==> src/rtl/kcv_pkg.sv <==
// Shared constants and helpers of the constant-velocity Kalman tracker.
package kcv_pkg;

  localparam int VW = 32;
  localparam int FB = 16;
  localparam int CFG_W = 31;

  localparam logic signed [VW-1:0] ONE_FX = VW'(64'sd1 <<< FB);
  localparam logic signed [VW-1:0] HALF_FX = VW'(64'sd1 <<< (FB - 1));
  localparam logic signed [VW-1:0] HUNDREDTH = VW'(((64'sd1 <<< FB) + 50) / 100);
  localparam logic signed [VW-1:0] VMAX = {1'b0, {(VW-1){1'b1}}};
  localparam logic signed [VW-1:0] VMIN = {1'b1, {(VW-1){1'b0}}};

  localparam logic [1:0] KIND_INIT = 2'd0;
  localparam logic [1:0] KIND_UPDATE = 2'd1;
  localparam logic [1:0] KIND_PREDICT = 2'd2;

  localparam logic [1:0] REG_Q_POSITION = 2'd0;
  localparam logic [1:0] REG_Q_VELOCITY = 2'd1;
  localparam logic [1:0] REG_R_MEASUREMENT = 2'd2;

  localparam logic STATUS_OK = 1'b0;
  localparam logic STATUS_NO_INIT = 1'b1;

  typedef logic signed [VW-1:0] value_t;

  // Magnitude of a signed value, exact for the most negative one.
  function automatic logic [VW-1:0] mag(input value_t a);
    mag = a[VW-1] ? (~a + VW'(1)) : a;
  endfunction

  // Saturate a wider signed sum into the value range.
  function automatic value_t sat(input logic signed [VW+1:0] v);
    if (v > $signed({2'b00, VMAX})) sat = VMAX;
    else if (v < $signed({2'b11, VMIN})) sat = VMIN;
    else sat = v[VW-1:0];
  endfunction

endpackage

==> src/rtl/kcv_gain_div.sv <==
// Bit-serial gain divider with clamping of the quotient.
module kcv_gain_div (
  input  logic           clk,
  input  logic           rst,
  input  logic           start,
  input  kcv_pkg::value_t num,
  input  kcv_pkg::value_t den,
  output logic           done,
  output kcv_pkg::value_t gain
);
  import kcv_pkg::*;

  localparam int CW = $clog2(FB + 1);

  logic [VW:0]   md;
  logic [VW:0]   rem;
  logic [FB-1:0] quo;
  logic [CW-1:0] cnt;
  logic          busy;
  logic          neg;
  logic [VW:0]   diff;
  logic [VW:0]   mn_w;
  logic [VW:0]   md_w;
  value_t        clamped;

  assign mn_w = {1'b0, mag(num)};
  assign md_w = {1'b0, mag(den)};
  assign diff = md - rem;

  always_comb begin
    if ({1'b0, quo} < (FB+1)'(HUNDREDTH)) clamped = HUNDREDTH;
    else if ({1'b0, quo} > (FB+1)'(HALF_FX)) clamped = HALF_FX;
    else if (neg) clamped = -$signed({{(VW-FB){1'b0}}, quo});
    else clamped = $signed({{(VW-FB){1'b0}}, quo});
  end

  always_ff @(posedge clk) begin
    if (rst) begin
      busy <= 1'b0;
      done <= 1'b0;
      cnt  <= '0;
    end else begin
      done <= 1'b0;
      if (start) begin
        neg <= num[VW-1] ^ den[VW-1];
        md  <= md_w;
        rem <= mn_w;
        quo <= '0;
        cnt <= '0;
        if (den == '0 || mn_w >= md_w) begin
          gain <= HALF_FX;
          done <= 1'b1;
        end else begin
          busy <= 1'b1;
        end
      end else if (busy) begin
        if (cnt == CW'(FB)) begin
          gain <= clamped;
          done <= 1'b1;
          busy <= 1'b0;
        end else begin
          // one quotient bit per cycle
          if (rem >= diff) begin
            rem <= rem - diff;
            quo <= {quo[FB-2:0], 1'b1};
          end else begin
            rem <= rem + rem;
            quo <= {quo[FB-2:0], 1'b0};
          end
          cnt <= cnt + CW'(1);
        end
      end
    end
  end

  assert property (@(posedge clk) disable iff (rst) start |=> !(busy && done))
    else $error("divider reports done while still iterating");
  assert property (@(posedge clk) disable iff (rst) busy && cnt != CW'(FB) |=> !done)
    else $error("divider finished early");
  assert property (@(posedge clk) disable iff (rst) done |-> (gain != '0))
    else $error("gain must be clamped away from zero");

endmodule

==> src/rtl/kalman_1d_const_velocity.sv <==
// Top level of the two-state constant-velocity Kalman tracker.
//
// Usage:
//  Input words arrive on s_tvalid/s_tready/s_tdata/s_tuser; s_tuser carries the
//  item kind (init, update, predict). Each word yields exactly one result word
//  on m_tvalid/m_tready/m_tdata/m_tuser, with the status flag in m_tuser.
//  The user must write the noise registers through cfg_we/cfg_index/cfg_data
//  only while idle; the block itself does not enforce this. Init, early update
//  and unknown kinds go from idle straight to the output state; predict first
//  runs a single multiply-accumulate step (MUL then ADD state); a full update
//  runs fifteen such steps on the one shared multiplier plus two gain divisions
//  (16 quotient bits each) on the shared bit-serial divider; a division that
//  clamps to one half at once skips the quotient iteration.
//  s_tready is high only while the sequencer is idle, one word at a time.
//  A finished result sits in the output register; the block takes the next
//  word while it waits, and a later result holds in the sequencer until the
//  receiver takes the earlier one.
//  Reset (rst, synchronous) clears the track to the uninitialized state,
//  covariance to identity and all noise registers to 1.0.
//  Values are signed Q16.16; every product and sum saturates.
module kalman_1d_const_velocity (
  input  logic        clk,
  input  logic        rst,
  input  logic        s_tvalid,
  output logic        s_tready,
  input  logic [95:0] s_tdata,  // measurement[31:0], time_stamp[63:32], horizon[95:64]
  input  logic [1:0]  s_tuser,  // kind
  output logic        m_tvalid,
  input  logic        m_tready,
  output logic [63:0] m_tdata,  // position[31:0], velocity[63:32]
  output logic        m_tuser,  // status
  input  logic        cfg_we,
  input  logic [1:0]  cfg_index,
  input  logic [30:0] cfg_data
);
  import kcv_pkg::*;

  localparam logic [2:0] ST_IDLE   = 3'd0;
  localparam logic [2:0] ST_MUL    = 3'd1;
  localparam logic [2:0] ST_ADD    = 3'd2;
  localparam logic [2:0] ST_DSTART = 3'd3;
  localparam logic [2:0] ST_DWAIT  = 3'd4;
  localparam logic [2:0] ST_OUT    = 3'd5;

  localparam logic [3:0] OP_PRED = 4'd0;
  localparam logic [3:0] OP_S    = 4'd8;
  localparam logic [3:0] OP_Y    = 4'd9;
  localparam logic [3:0] OP_LAST = 4'd15;

  logic [2:0] state;
  logic [3:0] opstep;
  logic       divsel;

  logic [CFG_W-1:0] q_position, q_velocity, r_measurement;
  value_t pos, vel, pp, pv, vp, vv;
  logic [VW-1:0] last_time;
  logic initialized;

  value_t z, hz, dt, xp, a, b, p10, p00, p11, s, y, k0, k1;
  logic [VW-1:0] ts;

  logic [2*VW-1:0] prod;
  logic            prod_neg;
  value_t opa, opb, opc;
  logic   op_sub;
  value_t acc;

  value_t res_pos, res_vel;
  logic   res_status;

  logic   div_start, div_done;
  value_t div_gain;

  logic signed [VW:0] dt_raw;

  assign s_tready = (state == ST_IDLE);
  assign div_start = (state == ST_DSTART);
  assign dt_raw = $signed({1'b0, s_tdata[63:32]}) - $signed({1'b0, last_time});

  kcv_gain_div u_div (
    .clk   (clk),
    .rst   (rst),
    .start (div_start),
    .num   (divsel ? p10 : p00),
    .den   (s),
    .done  (div_done),
    .gain  (div_gain)
  );

  // operand select for dst = c +/- a*b
  always_comb begin
    op_sub = 1'b0;
    case (opstep)
      4'd1:    begin opa = dt;  opb = vel;    opc = pos; end
      4'd2:    begin opa = dt;  opb = vp;     opc = pp;  end
      4'd3:    begin opa = dt;  opb = vv;     opc = pv;  end
      4'd4:    begin opa = dt;  opb = vv;     opc = vp;  end
      4'd5:    begin opa = dt;  opb = b;      opc = a;   end
      4'd6:    begin opa = $signed({1'b0, q_position}); opb = ONE_FX; opc = p00; end
      4'd7:    begin opa = $signed({1'b0, q_velocity}); opb = ONE_FX; opc = vv;  end
      4'd8:    begin opa = $signed({1'b0, r_measurement}); opb = ONE_FX; opc = p00; end
      4'd9:    begin opa = ONE_FX; opb = xp;  opc = z;   op_sub = 1'b1; end
      4'd10:   begin opa = k0;  opb = y;      opc = xp;  end
      4'd11:   begin opa = k1;  opb = y;      opc = vel; end
      4'd12:   begin opa = k0;  opb = p00;    opc = p00; op_sub = 1'b1; end
      4'd13:   begin opa = k0;  opb = b;      opc = b;   op_sub = 1'b1; end
      4'd14:   begin opa = k1;  opb = p00;    opc = p10; op_sub = 1'b1; end
      4'd15:   begin opa = k1;  opb = b;      opc = p11; op_sub = 1'b1; end
      default: begin opa = vel; opb = hz;     opc = pos; end
    endcase
  end

  // scale, saturate and accumulate the registered product
  always_comb begin
    logic [VW+15:0] q;
    logic [VW:0]    lim;
    logic [VW:0]    m;
    logic signed [VW+1:0] v;
    q = prod[2*VW-1:FB];
    lim = prod_neg ? {2'b01, {(VW-1){1'b0}}} : {2'b00, {(VW-1){1'b1}}};
    m = ((VW+16)'(lim) < q) ? lim : q[VW:0];
    v = prod_neg ? -$signed({1'b0, m}) : $signed({1'b0, m});
    acc = op_sub ? sat($signed({{2{opc[VW-1]}}, opc}) - v)
                 : sat($signed({{2{opc[VW-1]}}, opc}) + v);
  end

  always_ff @(posedge clk) begin
    if (rst) begin
      state <= ST_IDLE;
      opstep <= OP_PRED;
      divsel <= 1'b0;
      m_tvalid <= 1'b0;
      q_position <= CFG_W'(ONE_FX);
      q_velocity <= CFG_W'(ONE_FX);
      r_measurement <= CFG_W'(ONE_FX);
      pos <= '0;
      vel <= '0;
      pp <= ONE_FX;
      pv <= '0;
      vp <= '0;
      vv <= ONE_FX;
      last_time <= '0;
      initialized <= 1'b0;
    end else begin
      // load a new result or drop the taken one
      if (state == ST_OUT && (!m_tvalid || m_tready)) m_tvalid <= 1'b1;
      else if (m_tvalid && m_tready) m_tvalid <= 1'b0;
      if (cfg_we) begin
        case (cfg_index)
          REG_Q_POSITION:    q_position <= cfg_data;
          REG_Q_VELOCITY:    q_velocity <= cfg_data;
          REG_R_MEASUREMENT: r_measurement <= cfg_data;
          default: ;
        endcase
      end
      case (state)
        ST_IDLE: begin
          if (s_tvalid) begin
            z  <= s_tdata[31:0];
            ts <= s_tdata[63:32];
            hz <= s_tdata[95:64];
            res_pos <= pos;
            res_vel <= vel;
            res_status <= STATUS_OK;
            state <= ST_OUT;
            case (s_tuser)
              KIND_INIT: begin
                pos <= s_tdata[31:0];
                vel <= '0;
                pp <= ONE_FX;
                pv <= '0;
                vp <= '0;
                vv <= ONE_FX;
                last_time <= s_tdata[63:32];
                initialized <= 1'b1;
                res_pos <= s_tdata[31:0];
                res_vel <= '0;
              end
              KIND_UPDATE: begin
                if (!initialized) begin
                  res_status <= STATUS_NO_INIT;
                end else begin
                  // fall back to a hundredth of a second for a non-positive dt
                  if (dt_raw <= 0) dt <= HUNDREDTH;
                  else if (dt_raw > $signed({1'b0, VMAX})) dt <= VMAX;
                  else dt <= dt_raw[VW-1:0];
                  opstep <= 4'd1;
                  state <= ST_MUL;
                end
              end
              KIND_PREDICT: begin
                opstep <= OP_PRED;
                state <= ST_MUL;
              end
              default: ;
            endcase
          end
        end
        ST_MUL: begin
          prod <= mag(opa) * mag(opb);
          prod_neg <= opa[VW-1] ^ opb[VW-1];
          state <= ST_ADD;
        end
        ST_ADD: begin
          case (opstep)
            4'd1:  xp <= acc;
            4'd2:  a <= acc;
            4'd3:  b <= acc;
            4'd4:  p10 <= acc;
            4'd5:  p00 <= acc;
            4'd6:  p00 <= acc;
            4'd7:  p11 <= acc;
            4'd8:  s <= acc;
            4'd9:  y <= acc;
            4'd10: pos <= acc;
            4'd11: vel <= acc;
            4'd12: pp <= acc;
            4'd13: pv <= acc;
            4'd14: vp <= acc;
            4'd15: vv <= acc;
            default: res_pos <= acc;
          endcase
          if (opstep == OP_PRED) begin
            state <= ST_OUT;
          end else if (opstep == OP_S) begin
            divsel <= 1'b0;
            state <= ST_DSTART;
          end else if (opstep == OP_LAST) begin
            last_time <= ts;
            res_pos <= pos;
            res_vel <= vel;
            state <= ST_OUT;
          end else begin
            opstep <= opstep + 4'd1;
            state <= ST_MUL;
          end
        end
        ST_DSTART: state <= ST_DWAIT;
        ST_DWAIT: begin
          if (div_done) begin
            if (!divsel) begin
              k0 <= div_gain;
              divsel <= 1'b1;
              state <= ST_DSTART;
            end else begin
              k1 <= div_gain;
              opstep <= OP_Y;
              state <= ST_MUL;
            end
          end
        end
        ST_OUT: begin
          // hold the result until the output register is free
          if (!m_tvalid || m_tready) begin
            m_tdata <= {res_vel, res_pos};
            m_tuser <= res_status;
            state <= ST_IDLE;
          end
        end
        default: state <= ST_IDLE;
      endcase
    end
  end

  assert property (@(posedge clk) disable iff (rst) s_tvalid && s_tready |=> !s_tready)
    else $error("second word accepted while busy");
  assert property (@(posedge clk) disable iff (rst) div_start |-> state != ST_IDLE)
    else $error("divider started outside an update");
  assert property (@(posedge clk) $past(rst) |-> !initialized)
    else $error("track initialized out of reset");

endmodule
==> config.mk <==
export PLATFORM = sky130hd
export DESIGN_NAME = kalman_1d_const_velocity
export DESIGN_NICKNAME = d
export VERILOG_FILES = /design/src/rtl/kcv_pkg.sv /design/src/rtl/kcv_gain_div.sv /design/src/rtl/kalman_1d_const_velocity.sv
export SDC_FILE = /design/constraint.sdc
export NUM_CORES = 2
export LEC_CHECK = 0
export ABC_AREA = 1
export BUFFER_PORTS_ARGS = -buffer_cell sky130_fd_sc_hd__buf_2
export CAP_MARGIN = 30
export CORE_MARGIN = 5
export CORE_UTILIZATION = 45
export CTS_BUF_LIST = sky130_fd_sc_hd__clkbuf_8
export DETAILED_ROUTE_END_ITERATION = 12
export SYNTH_ARGS = -nofsm -noshare
export SYNTH_HDL_FRONTEND = slang
export SYNTH_SLANG_ARGS = --single-unit
==> constraint.sdc <==
create_clock -name clk -period 13.25 [get_ports clk]
set_input_delay 2.65 -clock clk [delete_from_list [all_inputs] [get_ports clk]]
set_output_delay 2.65 -clock clk [all_outputs]
set_load 0.02 [all_outputs]
Word-level counts from Yosys, hierarchy flattened --
Index checks and enable logic that the tools add are counted.
Storage, ports and cells: input bits 136, word-level logic and storage cells 291, bits in registers 1091
Operators by class: equal/unequal tests 45, $lt $le $gt $ge 11, reductions and logical operators 64, $mul 1, bitwise logic cells 9, multiplexer cells 101, add/subtract/negate cells 14
Operator list (count):
- $mux 32 | 45
- $pmux 32 s2 | 9
- $pmux 32 s12 | 1
- $pmux 32 s8 | 1
- $pmux 32 s7 | 1
- $mux 33 | 4
- $add 32x2->32 const B | 4
- $not 32->32 | 4
- $gt 34x32->1 const B | 2
- $lt 34x32->1 const B | 2
- $mul 32x32->64 | 1
- $lt 32x48->1 | 1
- $reduce_and 3->1 | 16
- $add 32x34->34 | 1
- $mux 34 | 1
- $neg 33->34 | 1
- $sub 32x34->34 | 1
- $add 33x33->33 | 1
- $ge 33x33->1 | 1
- $gt 33x32->1 const B | 1
- $le 33x1->1 const B | 1
- $sub 32x32->33 | 1
- $sub 32x33->33 | 1
- $sub 33x33->33 | 1
- 51 further kinds | 143

Longest topological paths before layout --
word-level depth 15, gate-level depth with buffers 57, depth with buffers taken out 55

By module --
Synthesis repeated with hierarchy kept, for this count alone.
Unflattened totals: cells, all modules 11207, area, all modules 93094.3 µm²
By module, submodules not included:
- kalman_1d_const_velocity | area an instance 81468.1 µm², sequential area each 25374.3 µm², instances 1, cells each 9597
- kcv_gain_div | area an instance 11626.2 µm², sequential area each 3533.4 µm², instances 1, cells each 1610

Worst setup path before layout --
OpenSTA, ideal clock, no wires.
kind register -> register, from register opstep[1], to register prod[54], data pin, required time 12991 ps, arrival time 9266 ps, cell stages (with the launch flop) 54, slack 3725 ps, setup time 259 ps, period minus slack after synthesis 9525 ps, path through dfxtp_1 -> inv_1 -> ha_1 -> inv_1 -> nor2_2 -> nor3_4 -> nand2_2 -> nor2_1 -> nand2_2 -> buf_4 -> nor2_1 -> nor2_4 -> clkbuf_1 -> ha_1 -> nand2_1 -> nor2_2 -> nand4_1 -> nor2_1 -> (+18 left out) -> fa_1 -> fa_1 -> fa_1 -> inv_1 -> fa_1 -> inv_1 -> ha_1 -> nand2_1 -> nor2_1 -> nand2_1 -> nor3_1 -> nand3_1 -> o21ai_1 -> nand3_1 -> nand2_1 -> nand2_1 -> nand2_1 -> xor2_1
On the way: word-level cells in the longest chain between the ends 7, elaborated cells on any way between the ends 32, those cells by class add/sub (2); mul (1); eq/ne (15); mux (4); bitwise (2); reduce/logical (8)
RTL lines:
- start: declaration | line kalman_1d_const_velocity.sv:51 | logic [3:0] opstep;
- start signal: assignment | line kalman_1d_const_velocity.sv:234 | opstep <= opstep + 4'd1;
- $eq 4x3->1, or another cell as far along | line kalman_1d_const_velocity.sv:93 | case (opstep)
- $reduce_or 5->1 (no source line), or another cell as far along
- $pmux 32 s7 or $pmux 32 s8 (tied branches) | line kalman_1d_const_velocity.sv:93
- $not 32->32 | line kcv_pkg.sv:29 | mag = a[VW-1] ? (~a + VW'(1)) : a;
- $add 32x2->32 | line kcv_pkg.sv:29
- $mux 32 | line kcv_pkg.sv:29
- $mul 32x32->64 * | line kalman_1d_const_velocity.sv:200 | prod <= mag(opa) * mag(opb);
- end signal: assignment | line kalman_1d_const_velocity.sv:200
- end: declaration | line kalman_1d_const_velocity.sv:62 | logic [2*VW-1:0] prod;
Mark *: on every way between the ends. The rest lies on a longest branch, timed or not. A chain may end at the register's enable or synchronous reset.

Worst setup path after layout --
from register opstep[0], to register prod[44], data pin
The elaborated chain is that of the path after synthesis.

==> run metrics <==
status completed; Final ANT Viol Nets 0; critical path type register to register; Clk pin slew, worst setup/hold paths 90 ps; total setup buffers inserted after CTS 0; CP max stage delay 820 ps; slowest cell on the critical path clkinv_1; largest net degree at the start of global routing 134; post-route minimum period 12490 ps; Max-slew headroom 18.1%; FF+latch area 28800 µm²; final hold vios 0; Cell Area, Synth 91100 µm²; Buf+Inv Stages, Crit Path 12; crit path DAT 13100 ps; post-route cell area 99700 µm²; CP dominant cell by count nand2_1; Mean Syn Cell Area 8.42 µm²; hold_buf cts 0; Post-synth top flop edfxtp_1; Die X 460 µm; max layer used met5; Vias 79400; DRT Wirelength 361 mm; DRT Pass-1 Iters 8; IO Pins 203; Max Cap Viol 0; Post-synth EDFFs 738; Die Y 460 µm; Final Wtd Congestion 1.03; first-pass GRT wire length 523 mm; initial DRC count 8916; Longest Clk Path Bufs 3; Post-synth ARST share 0%; total grt overflow 0; sequential area share after synthesis 31.7%; CP delay by family, top adder cells; initial antenna violation count 42; Largest register FFs 64; post-synth top area share 24.3%; WL met2 153 mm; Mapped Cells 10800; Placeable Area 202000 µm²; Final Cycle Share 94.3%; biggest regs m_tdata x64, prod x48, u_div.rem x33; worst-margin pin slew 1210 ps; WL/cell 26.2 µm; drt drc 0; critical path required time 13860 ps; vias per std cell 5.75; Worst-Skew Late Latency 960 ps; Synth Register Bits 1072; commonest cells after routing, fill and taps aside nand2_1 (1969), inv_1 (1917), nor2_1 (1268); RSZ-0062 raised after global routing no; Total Routing Usage GR 33.7%; most common cell after layout, fill and taps aside nand2_1; DRT met1 WL 143 mm; final setup vio count 0; I/O Buffers 202; final net count 12500; CTS root buffer clkbuf_8; Yosys warning count 0; ratio of cells with drive above 1 in the final layout 7.92%; # H-tree levels 4; fillcell total 19500; vias in the first global route 78400; Max Freq 0.0801 GHz; post-CTS sizing 0; Placed Area 95700 µm²; critical path capture point type register; crit path launch type register; CTS Buf Count 186; final slew viol count 0; Num Clock Sinks 1072; crit-path max FO 28; area grow syn2layout 9.45%; Hold WC Path Type register to register; largest area contributor in the netlist edfxtp_1; met3 WL 40.0 mm; Setup Skew 92.4 ps; area occupied by multi-input gates 53500 µm²; Reg with most FFs m_tdata; Starting Density 45.2%; Final HPWL DP 276 mm; CTS tree built; Synth area leaders edfxtp_1 (24%), fa_1 (20%), nand2_1 (8.1%); Sum Neg Setup Slack 0 ps; # rows 165; die area 212000 µm²; Yosys cell types 72; syn nets 12400
final timing paths:
check / to / cells after the start / slack, ps / startpoint
worst min register to register: k1[25] / 0 / 370 / u_div.gain[25]
worst max register to register: prod[44] / 42 / 760 / opstep[0]
worst max-delay path: prod[44] / 42 / 760 / opstep[0]
worst min-delay path: k1[25] / 0 / 370 / u_div.gain[25]
through the flow:
step                setup WS (ps)  util (%)  hold slack (ps)  cells
CTS                           988      49.4              357  13800
global placement              865      47.3              403  13400
global route                  341      49.4              398  13800
floorplan                    3720         -              400  10800
finish                        759      49.4              367  13800
detailed placement           1030      47.4              405  13500
cells in the mapped netlist, types with 67 or more instances:
master       n
a221oi_1    86
nand2_1   1969
clkbuf_1   345
dfxtp_1    334
nand4_1     67
nand3_1    178
inv_1     1864
buf_2       83
ha_1       499
a21oi_1    661
a31oi_1    112
edfxtp_1   738
fa_1       900
nor2_1    1286
xor2_1     229
o21ai_0    685
nor3_1      67
routing by layer:
| metal | vias up | track usage [%] |
|---|---|---|
| li1 | 35100 | - |
| met1 | 39200 | 44.7 |
| met2 | 4225 | 50.2 |
| met3 | 913 | 9.01 |
| met4 | 36 | 18.6 |
| met5 | - | 0 |
cell families after synthesis:
| kind of cell | count (synthesis) | synth area share, % |
|---|---|---|
| compound gates | 1961 | 12.5 |
| flops | 1072 | 31.7 |
| simple gates | 3728 | 16.5 |
| xor+xnor | 279 | 2.68 |
| fa+ha+maj | 1399 | 26.6 |
| buf+inv | 2380 | 10.0 |
| other cells | 1 | 0.00412 |
| mux | 2 | 0.0220 |
area by class of cell:
cell class | count | share of cell area (%)
clock inverters | 138 | 0.999
multi-input cells | 7370 | 53.6
diodes | 12 | 0.0301
repair buffers | 428 | 2.88
well taps | 2672 | 3.35
clock buffers | 214 | 2.95
flip-flops and latches | 1072 | 28.9
inverters | 1914 | 7.22
Power is left out: the tool's default activity adds up to more than one toggle a clock period on the data nets, which glitch-free logic cannot reach.
